**src/sv/assert_macros.svh**
```systemverilog
// Assertion macros used by the noise block RTL.
// Depends on nothing; included by files that carry concurrent checks.
`ifndef ASSERT_MACROS_SVH
`define ASSERT_MACROS_SVH
`ifndef SYNTHESIS
`define GNF_ASSERT(lbl, clk, rst, prop) \
   lbl: assert property (@(posedge clk) disable iff (rst) prop) \
      else $error("gnf assertion failed");
`define GNF_ASSERT_NORST(lbl, clk, prop) \
   lbl: assert property (@(posedge clk) prop) else $error("gnf assertion failed");
`else
`define GNF_ASSERT(lbl, clk, rst, prop)
`define GNF_ASSERT_NORST(lbl, clk, prop)
`endif
`endif

```
**src/sv/gnf_pkg.sv**
```systemverilog
// Types and constants of the fractal gradient noise block.
// No dependencies; used by gnf_cell, gnf_octave, the top level, the checker and the testbench.
`timescale 1ns / 1ps
package gnf_pkg;
   localparam logic [31:0] HASH_X    = 32'd374761393;
   localparam logic [31:0] HASH_Y    = 32'd668265263;
   localparam logic [31:0] HASH_Z    = 32'd1274126177;
   localparam logic [31:0] HASH_S    = 32'd2246822519;
   localparam logic [31:0] SEED_STEP = 32'd1013;

   localparam logic [1:0] CSR_SEED    = 2'd0;
   localparam logic [1:0] CSR_OCTAVES = 2'd1;

   localparam logic [30:0] RECIP_TAB [17] = '{
      31'd0, 31'd1073741824, 31'd357913941, 31'd153391689, 31'd71582788,
      31'd34636833, 31'd17043521, 31'd8454660, 31'd4210752, 31'd2101256,
      31'd1049601, 31'd524544, 31'd262208, 31'd131088, 31'd65540,
      31'd32769, 31'd16384};

   // Lattice index and Q0.16 fraction of each axis, plus the octave seed
   typedef struct packed {
      logic [2:0][31:0] idx;
      logic [2:0][15:0] frac;
      logic [31:0]      seed;
   } cell_type;
endpackage

```
**src/sv/gnf_cell.sv**
```systemverilog
// One octave cell of the coordinate chain: loads its own scaled point and
// seed, then hands the neighbour's contents down. Depends on gnf_pkg.
`timescale 1ns / 1ps
module gnf_cell #(
   parameter int STAGE = 0
) (
   input  logic                    clock,
   input  logic                    load,
   input  logic                    shift,
   input  logic signed [31:0]      pos_x,
   input  logic signed [31:0]      pos_y,
   input  logic signed [31:0]      pos_z,
   input  logic [31:0]             noise_seed,
   input  gnf_pkg::cell_type       next_cell,
   output gnf_pkg::cell_type       this_cell
);
   gnf_pkg::cell_type cell_ff, cell_in, load_val;
   logic [47:0] sx, sy, sz;

   always_comb begin
      sx = {{16{pos_x[31]}}, pos_x} << STAGE;
      sy = {{16{pos_y[31]}}, pos_y} << STAGE;
      sz = {{16{pos_z[31]}}, pos_z} << STAGE;
      load_val.idx[0]  = sx[47:16];
      load_val.idx[1]  = sy[47:16];
      load_val.idx[2]  = sz[47:16];
      load_val.frac[0] = sx[15:0];
      load_val.frac[1] = sy[15:0];
      load_val.frac[2] = sz[15:0];
      load_val.seed    = noise_seed + 32'(STAGE * 1013);
      if (load) begin
         cell_in = load_val;
      end else if (shift) begin
         cell_in = next_cell;
      end else begin
         cell_in = cell_ff;
      end
   end

   always_ff @(posedge clock) begin
      cell_ff <= cell_in;
   end

   assign this_cell = cell_ff;
endmodule

```
**config.mk**
```make
export PLATFORM = sky130hd
export DESIGN_NAME = gnf_cell
export DESIGN_NICKNAME = d
export VERILOG_FILES = /design/src/sv/assert_macros.svh /design/src/sv/gnf_pkg.sv /design/src/sv/gnf_cell.sv
export SDC_FILE = /design/constraint.sdc
export NUM_CORES = 1
export LEC_CHECK = 0
export ABC_CLOCK_PERIOD_IN_PS = 4400
export BUFFER_PORTS_ARGS = -buffer_cell sky130_fd_sc_hd__buf_2
export CAP_MARGIN = 5
export CORE_AREA = 2 2 189 191
export DETAILED_ROUTE_END_ITERATION = 10
export DIE_AREA = 0 0 191 193
export PLACE_DENSITY_LB_ADDON = 0.3
export SYNTH_ARGS = -nofsm -noshare
export SYNTH_HDL_FRONTEND = slang
export SYNTH_SLANG_ARGS = --single-unit
```
**constraint.sdc**
```tcl
create_clock -name clock -period 4.4 [get_ports clock]
set_clock_uncertainty 0.05 [all_clocks]
set_input_delay 0.22 -clock clock [delete_from_list [all_inputs] [get_ports clock]]
set_output_delay 0.22 -clock clock [all_outputs]
set_load 0.03 [all_outputs]
```
==> run metrics, run 1 <==
Gate power share=between 20% and 30%; Hold Path Stages=2; sw frac=~30%; clk slew on worst S/H paths=around 70 ps; Slew Limit Fails=0; Final setup viols=0; DR DRC count=0; initial antenna violation count=1; vias in the first global route=roughly 6.3k; number of synthesis warnings=0; Pint=between 0.003 and 0.004 W; Pre-antenna DRT Iters=4; # fillers=~3.3k; Clk pwr share=between 30% and 40%; max_cap viols=0; CTS tree=yes; Seq/Total Area, Yosys=around 66%; Leakage Power=a little over 6 nW; crit path DAT=approximately 2200 ps; RSZ-0062 raised after global routing=false; grt total ovfl=0; post_cts resized=0; Area Overhead vs Synth=72.1%; Clock Path Buffers=2; path type of the worst min-delay path=in -> reg; root buf cell=clkbuf_16; Setup crit end kind=flop; commonest non-fill, non-tap cell in the layout=buf_2; Post-CTS Setup Bufs=0; GP Congestion=between 0.7 and 0.8; core area=around 35000 um2; Startpoint Class=input pin; Yosys cell types=7; largest net degree at the start of global routing=90; peak supply drop=0.000262 V; max FFs per register=between 150 and 200; H-tree depth=4; Placed Cells=~1.3k; most frequent cells in the layout=481 x buf_2, 229 x dlygate4sd3_1, 176 x edfxtp_1, 129 x mux2_4, 47 x mux2_2; Num CTS Buffers=17; Post-Syn Area=between 7000 and 8000 um2; Hold-fix buffers, CTS=229; drt initial violations=~160; Cell Rows=69; io pins=between 400 and 500; syn avg cell area=21.2 um2; Flop pwr share=43.7%; CP Max Fanout=80; fin cells=between 1.5k and 2k; Nets=~1.4k; ANT nets after route=0; die area=about 37000 um2; die height=between 150 and 200 um; clock period minus worst slack=2100 ps; share of cells above drive strength 1=between 60% and 70%; Initial Util=a little under a quarter; switching power=0.00142 W; Slew HR=44.1%; Die X=191 um; GR Util All Layers=roughly an eighth; Fin. Hold Viols=0; final worst-path cycle share=around 48%; Setup TNS Final=0 ps; Max Fclk=between 400 and 500 MHz; flop and latch count out of synthesis=between 150 and 200; Detail Placement HPWL=16900 um; vias=~6.2k; CP required=around 4500 ps; Post-Synthesis Cells=around 380; status=finished, final reports clean; IO Port Bufs=482; Num Clock Sinks=176; first-pass GRT wire length=about 34000 um; worst-margin pin slew=~840 ps; via/cell ratio=roughly 3.9; Cell Pwr Density=around 350 nW/um2; CP Class=in -> reg; min-delay src=pos_x[22]; final WL=approximately 25000 um; worst hold path endpoint=this_cell[86]$_DFFE_PP_; wire per inst=between 15 and 20 um; final core utilization=39.2%; synthesized net count=~680
-- area by class of cell --
type,instances,area [um2],share of cell area (%)
Antenna cell,1,2.50,0.0182
Timing Repair Buffer,715,4790,35.0
Sequential cell,176,5290,38.5
Clock inverter,15,153,1.11
Multi-Input combinational cell,177,2470,18.0
Clock buffer,17,425,3.10
Tap cell,461,577,4.21
-- cell families after synthesis --
kind of cell           Yosys count  synth area share [%]
buffers and inverters           23                  2.65
muxes                          176                  30.9
and+or+nand+nor                  1                0.0786
DFF                            176                  66.3
-- power groups by stage --
stage,Sequential (W),Clock (W),Combinational [W]
final,0.00211,0.00152,0.00120
after global routing,0.00213,0.00163,0.00126
after CTS,0.00211,0.00158,0.00120
after detailed placement,0.00215,0,0.00102
after global placement,0.00214,0,0.00102
after floorplan,0.00253,0,0.000262
-- stage by stage --
stage	worst slack, ps	power [W]	instance area (um2)	hold slack (ps)
finish	2300	0.00483	13700	33.3
global route	2270	0.00502	13700	4.88
CTS	2360	0.00489	13700	0.0426
detailed placement	2350	0.00317	10800	473
global placement	2380	0.00316	10800	471
floorplan	1110	0.00280	7970	387
-- worst max-delay path by stage --
stage | startpoint | to | slack [ps]
floorplan | load | this_cell[0]$_DFFE_PP_ | 1110
global placement | load | this_cell[81]$_DFFE_PP_ | 2380
detailed placement | load | this_cell[115]$_DFFE_PP_ | 2350
CTS | load | this_cell[17]$_DFFE_PP_ | 2360
global route | load | this_cell[18]$_DFFE_PP_ | 2270
finish | load | this_cell[12]$_DFFE_PP_ | 2300
-- routing by layer --
metal	GRT usage, %	wire length [um]	vias to the layer above
met2	23.0	12900	306
met4	4.62	377	0
met1	13.1	9180	2923
met3	4.51	2040	20
met5	0	0	-
li1	-	-	2902
-- cell usage after synthesis (all sizes together) --
cell type	number	share of area, %
edfxtp	176	66
mux2	176	31
clkbuf	3	0.14
buf	20	2.5
or2	1	0.079
-- critical path: stages --
cell and delay (ps):
buf_8 570, buf_12 390, mux2_2 380, dlygate4sd3_1 560
Note: power is estimated with default switching activity, not from simulation.
==> run 2: changes to the inputs <==
Settings changed: ABC_AREA set to 1, ABC_CLOCK_PERIOD_IN_PS 4400 to 2100, CORE_AREA 2 2 189 191 to 2 2 188 190, DIE_AREA 0 0 191 193 to 0 0 190 192.
Clock period 4.4 ns to 2.1 ns, I/O delays scaled along.
==> run 2 against run 1 <==
- power increased by 110%
- clock-buffer cell count increased by 1
- routed wire length increased by 10%
- die area decreased by 1.0%
- largest cell class is now non-clock buffers
- critical path depth increased by 3
- highest routed layer unchanged
- synthesized cell count increased by 85%
- combinational power increased by 110%
==> run metrics, run 2 <==
synthesized net count=1002 (was 683); final WL=27000 um (was 24500 um); first-pass GRT wire length=39200 um (was 34300 um); WHS=45.4 ps (was 33.3 ps); most frequent cells in the layout=481 x buf_2, 477 x nand2_1, 301 x dlygate4sd3_1, 176 x edfxtp_1, 17 x clkbuf_16 (was 481 x buf_2, 229 x dlygate4sd3_1, 176 x edfxtp_1, 129 x mux2_4, 47 x mux2_2); Final setup viols=0 (unchanged); Clock Path Buffers=2 (unchanged); Startpoint Class=input pin (unchanged); Gate power share=24.4% (was 24.8%); routed length on met2=13900 um (was 12900 um); Flop pwr share=42.8% (was 43.7%); max_cap viols=0 (unchanged); Synth top area share=71.3% (was 66.3%); max FFs per register=176 (unchanged); sw frac=28.8% (was 29.5%); Post-CTS Setup Bufs=0 (unchanged); die area=36500 um2 (was 36900 um2); via/cell ratio=3.99 (was 3.94); Num Clock Sinks=176 (unchanged); final worst-path cycle share=between 60% and 70%; Final Power=0.0103 W (was 0.00483 W); CP required=2230 ps (was 4540 ps); mux contribution to synthesized area=0% (was 30.9%); flop and latch count out of synthesis=176 (unchanged); Slew HR=68.5% (was 44.1%); peak supply drop=0.000520 V (was 0.000262 V); # fillers=3340 (was 3261); vias in the first global route=7771 (was 6341); clock period minus worst slack=approximately 1500 ps; Nets=1778 (was 1394); top layer in use=met4 (unchanged); RSZ-0062 raised after global routing=false (unchanged); CP Class=in -> reg (unchanged); post-synth top area cell=edfxtp_1 (unchanged); compound-gate portion of the synthesized area=0% (unchanged); ANT nets after route=0 (unchanged); core area=34300 um2 (was 35000 um2); Post-Syn Area=7410 um2 (was 7970 um2); Pint=0.00733 W (was 0.00340 W); IO Port Bufs=482 (unchanged); path type of the worst min-delay path=in -> reg (unchanged); crit path DAT=1590 ps (was 2230 ps); root buf cell=clkbuf_16 (unchanged); register area=5290 um2 (unchanged); min-delay src=pos_x[31] (was pos_x[22]); Clk pwr share=32.8% (was 31.5%); Yosys cell types=10 (was 7); Setup crit end kind=flop (unchanged); share of cells above drive strength 1=35.5% (was 63.1%); CP peak stage delay=550 ps (was 570 ps); Num CTS Buffers=17 (unchanged); CP cell instances=buf_4 > inv_6 > buf_12 > buf_4 > nand2_1 > nand2_1 > dlygate4sd3_1 (was buf_8 > buf_12 > mux2_2 > dlygate4sd3_1); Initial Util=21.6% (was 22.8%); Leakage Power=6.87 nW (was 6.21 nW); number of synthesis warnings=0 (unchanged); DR DRC count=0 (unchanged); multi-input combinational cell area=1830 um2 (was 2470 um2); prevailing post-synth register cell=edfxtp_1 (unchanged); top post-synthesis cells by area=edfxtp_1 71%, nand2_1 24%, buf_4 2.1% (was edfxtp_1 66%, mux2_4 24%, mux2_2 6.6%); Cell Pwr Density=742 nW/um2 (was 352 nW/um2); CP Max Fanout=57 (was 80); Slew Limit Fails=0 (unchanged); commonest non-fill, non-tap cell in the layout=buf_2 (unchanged); wire per inst=13.9 um (was 15.7 um); Area Overhead vs Synth=87.4% (was 72.1%); Fin. Hold Viols=0 (unchanged); grt total ovfl=0 (unchanged); switching power=0.00297 W (was 0.00142 W); async set or reset register ratio after synthesis=0% (unchanged); io pins=483 (unchanged); Synth Area in XOR/XNOR=0% (unchanged); Post-synth EDFFs=176 (unchanged); slowest CP cell=dlygate4sd3_1 (was buf_8); CP bufs+invs=5 (was 3); clk slew on worst S/H paths=70 ps (about the same); worst-margin pin slew=473 ps (was 838 ps); Die X=190 um (was 191 um); status=finished, final reports clean (unchanged); Max Fclk=approximately 680 MHz; drt initial violations=282 (was 162); CP delay by family, top=buffers and inverters (unchanged); H-tree depth=4 (unchanged); GR Util All Layers=14.1% (was 12.5%); Setup TNS Final=0 ps (unchanged); largest family of logic cells by synthesized area=simple AND/OR/NAND/NOR gates (was multiplexers); Seq/Total Area, Yosys=71.3% (was 66.3%); CTS tree=yes (unchanged); crit path launch=load (unchanged); Pre-antenna DRT Iters=6 (was 4); Simple-Gate Fraction of Synth Area=24.6% (was 0.0785%); post-synthesis adder-cell area fraction=0% (unchanged); most common library cells after synthesis=477 x nand2_1, 176 x edfxtp_1, 21 x buf_4, 8 x buf_2, 7 x buf_6 (was 176 x edfxtp_1, 129 x mux2_4, 47 x mux2_2, 16 x buf_6, 4 x buf_2); Post-Synthesis Cells=695 (was 376); GP Congestion=0.817 (was 0.764); Met1 Wirelength=10200 um (was 9180 um); most numerous cell in the Yosys netlist=nand2_1 (was edfxtp_1); initial antenna violation count=1 (unchanged); vias=7750 (was 6151); metal3 WL=1930 um (was 2040 um); Detail Placement HPWL=18700 um (was 16900 um); Cell Rows=68 (was 69); die height=192 um (was 193 um); syn avg cell area=10.7 um2 (was 21.2 um2); largest net degree at the start of global routing=87 (was 90)
[run 2: layout make-up]
type | count | area share [%]
antenna | 1 | 0.0180
tap | 455 | 4.10
timing repair buffer | 794 | 40.1
clock buffer | 18 | 3.09
multi-input combinational | 481 | 13.2
clock inverter | 14 | 1.35
inverter | 1 | 0.0631
sequential | 176 | 38.1
[run 2: timing repair]
| item | CTS | global route |
|---|---|---|
| gates resized for setup | 0 | 0 |
| hold endpoints to repair | 176 | 0 |
| hold buffers | 301 | 0 |
[run 2: metal layers]
layer	global-route usage (%)	vias up
li1	-	3794
met1	14.9	3561
met2	25.5	337
met3	4.57	58
met4	6.38	0
met5	0	-
[run 2: power groups by stage]
| stage | sequential, W | combinational (W) | clock [W] |
|---|---|---|---|
| finish | 0.00441 | 0.00251 | 0.00337 |
| floorplan | 0.00531 | 0.000377 | 0 |
| detailed placement | 0.00449 | 0.00200 | 0 |
| global route | 0.00445 | 0.00268 | 0.00361 |
| CTS | 0.00442 | 0.00252 | 0.00348 |
| global placement | 0.00448 | 0.00200 | 0 |
[run 2: worst paths after layout]
kind	to	cells after the start	slack [ps]
max	this_cell[9]$_DFFE_PP_	7	640
min	this_cell[107]$_DFFE_PP_	3	50
[run 2: tightest hold or removal path, stage by stage]
cell and delay, ps:
buf_2 100, nand2_4 120, nand2_1 90
[run 2: per-stage QoR]
stage	setup slack (ps)	cells	cell area, um2	utilization (%)
after floorplan	1.17	695	7410	-
after global placement	756	1606	10300	29.9
after detailed placement	716	1606	10300	29.9
after CTS	690	1939	13900	40.5
after global routing	616	1940	13900	40.5
final	640	1940	13900	40.5
[run 2: logic make-up (layout without fill, tap and decap cells)]
family,Yosys count,count (layout)
simple gates,481,481
buf+inv,38,827
flops,176,176
other cells,0,1
==> run 3: changes to the inputs <==
Settings changed: ABC_CLOCK_PERIOD_IN_PS 2100 to 1300.
Clock period 2.1 ns to 1.3 ns, I/O delays scaled along.
==> run 3 against run 2 <==
- critical path type unchanged
- global-route usage increased by 0.14 points
- sequential power up 62%
- largest power group unchanged
- the flow now finishes with violations (setup timing)
- first-iteration DRC count is 30% lower
- power grew 62%
- clock-buffer cell count is 1 lower
- clock power is 57% higher
==> run metrics, run 3 (synthesis gave the netlist of run 2 again) <==
status=complete, but fails checks (was finished, final reports clean); violated checks=setup timing; min-delay src=pos_y[31] (was pos_x[31]); worst hold path endpoint=this_cell[143]$_DFFE_PP_ (was this_cell[107]$_DFFE_PP_); CP required=1420 ps (was 2230 ps); Setup crit end kind=flop (unchanged); CP Max Fanout=1 (was 57); CP Class=in -> reg (unchanged); most frequent cells in the layout=481 x buf_2, 477 x nand2_1, 321 x dlygate4sd3_1, 176 x edfxtp_1, 26 x buf_4 (was 481 x buf_2, 477 x nand2_1, 301 x dlygate4sd3_1, 176 x edfxtp_1, 17 x clkbuf_16); vias=7868 (was 7750); DR DRC count=0 (unchanged); final WL=27400 um (was 27000 um); multi-input combinational cell area=1830 um2 (unchanged); Area Overhead vs Synth=93.7% (was 87.4%); GR Util All Layers=14.2% (was 14.1%); Cell Pwr Density=1160 nW/um2 (was 742 nW/um2); Fin. Hold Viols=0 (unchanged); CTS tree=yes (unchanged); worst-margin pin slew=389 ps (was 473 ps); via/cell ratio=3.96 (was 3.99); die height=192 um (unchanged); Final Power=0.0166 W (was 0.0103 W); commonest non-fill, non-tap cell in the layout=buf_2 (unchanged); max_cap viols=0 (unchanged); IO Port Bufs=482 (unchanged); register area=5290 um2 (unchanged); root buf cell=clkbuf_16 (unchanged); share of cells above drive strength 1=36.3% (was 35.5%); PnR worst setup slack=-3.79 ps (was 640 ps); vias in the first global route=8037 (was 7771); Die X=190 um (unchanged); GP Congestion=0.822 (was 0.817); io pins=483 (unchanged); Initial Util=21.6% (unchanged); Startpoint Class=input pin (unchanged); crit path launch=next_cell[147] (was load); Clock Path Buffers=2 (unchanged); Leakage Power=7.10 nW (was 6.87 nW); Num Clock Sinks=176 (unchanged); # fillers=3294 (was 3340); Pre-antenna DRT Iters=6 (unchanged); clock period minus worst slack=about 1300 ps; path type of the worst min-delay path=in -> reg (unchanged); die area=36500 um2 (unchanged); largest net degree at the start of global routing=85 (was 87); RSZ-0062 raised after global routing=false (unchanged); core area=34300 um2 (unchanged); Final setup viols=1 (was 0); Num CTS Buffers=17 (unchanged); Max Fclk=around 770 MHz; clk slew on worst S/H paths=70 ps (about the same); crit path DAT=1430 ps (was 1590 ps); Detail Placement HPWL=19100 um (was 18700 um); H-tree depth=4 (unchanged); first-pass GRT wire length=39800 um (was 39200 um); max FFs per register=176 (unchanged); Placed Cells=1632 (was 1606); ANT nets after route=0 (unchanged); peak supply drop=0.000823 V (was 0.000520 V); final worst-path cycle share=100%; Hold Path Stages=3 (unchanged); Slew HR=74.1% (was 68.5%); drt initial violations=197 (was 282); fin cells=1987 (was 1940); Cell Rows=68 (unchanged); initial antenna violation count=2 (was 1); grt total ovfl=0 (unchanged); wire per inst=13.8 um (was 13.9 um); final core utilization=41.8% (was 40.5%); Nets=1824 (was 1778); Slew Limit Fails=0 (unchanged)
==> run 3: per-stage QoR <==
stage | hold WS (ps) | setup TNS (ps) | setup slack (ps) | area (um2)
finish | 23.1 | -3.79 | -3.79 | 14300
global route | 29.1 | 0 | 3.54 | 14300
CTS | 0.695 | 0 | 46.8 | 14300
detailed placement | 280 | 0 | 129 | 10500
global placement | 280 | 0 | 134 | 10500
floorplan | 194 | -131850 | -749 | 7420
==> run 3: worst max path at each step <==
stage / endpoint / slack (ps)
after global placement: this_cell[147]$_DFFE_PP_ / 130
after floorplan: this_cell[0]$_DFFE_PP_ / -750
after global routing: this_cell[60]$_DFFE_PP_ / 4
after CTS: this_cell[64]$_DFFE_PP_ / 50
after detailed placement: this_cell[145]$_DFFE_PP_ / 130
final: this_cell[147]$_DFFE_PP_ / -4
==> run 3: metal layers <==
metal,wire length [um],part of all wire (%),track usage [%],up-vias
li1,-,-,-,3894
met1,10500,38,14.8,3581
met2,14000,51,25.9,322
met3,1850,6.8,4.00,69
met4,1110,4.1,7.96,2
met5,11,0.040,0,-
==> run 3: report_power, final <==
| group | total, W | switching [W] | internal (W) |
|---|---|---|---|
| Sequential | 0.00714 | 0.000179 | 0.00696 |
| Clock | 0.00529 | 0.00239 | 0.00290 |
| Combinational | 0.00421 | 0.00242 | 0.00179 |
| Total | 0.0166 | 0.00499 | 0.0117 |
==> run 3: worst max-delay path, cell delays in order <==
cell and delay, ps:
dlygate4sd3_1 550, buf_2 130, nand2_1 60, nand2_1 60, dlygate4sd3_1 570
==> run 3: repair_timing <==
action                                  in CTS  in global routing
endpoints found under the setup margin       0                  6
setup buffers                                0                  0
resized for setup                            0                  1
hold endpoints to repair                   176                  1
hold buffers                               321                  1
==> run 3: cell type report <==
cell class	instances	area share, %
Inverter	1	0.0610
Timing Repair Buffer	840	42.1
Multi-Input combinational cell	481	12.7
Antenna cell	2	0.0349
Sequential cell	176	36.8
Clock buffer	17	2.97
Clock inverter	15	1.25
Tap cell	455	3.97
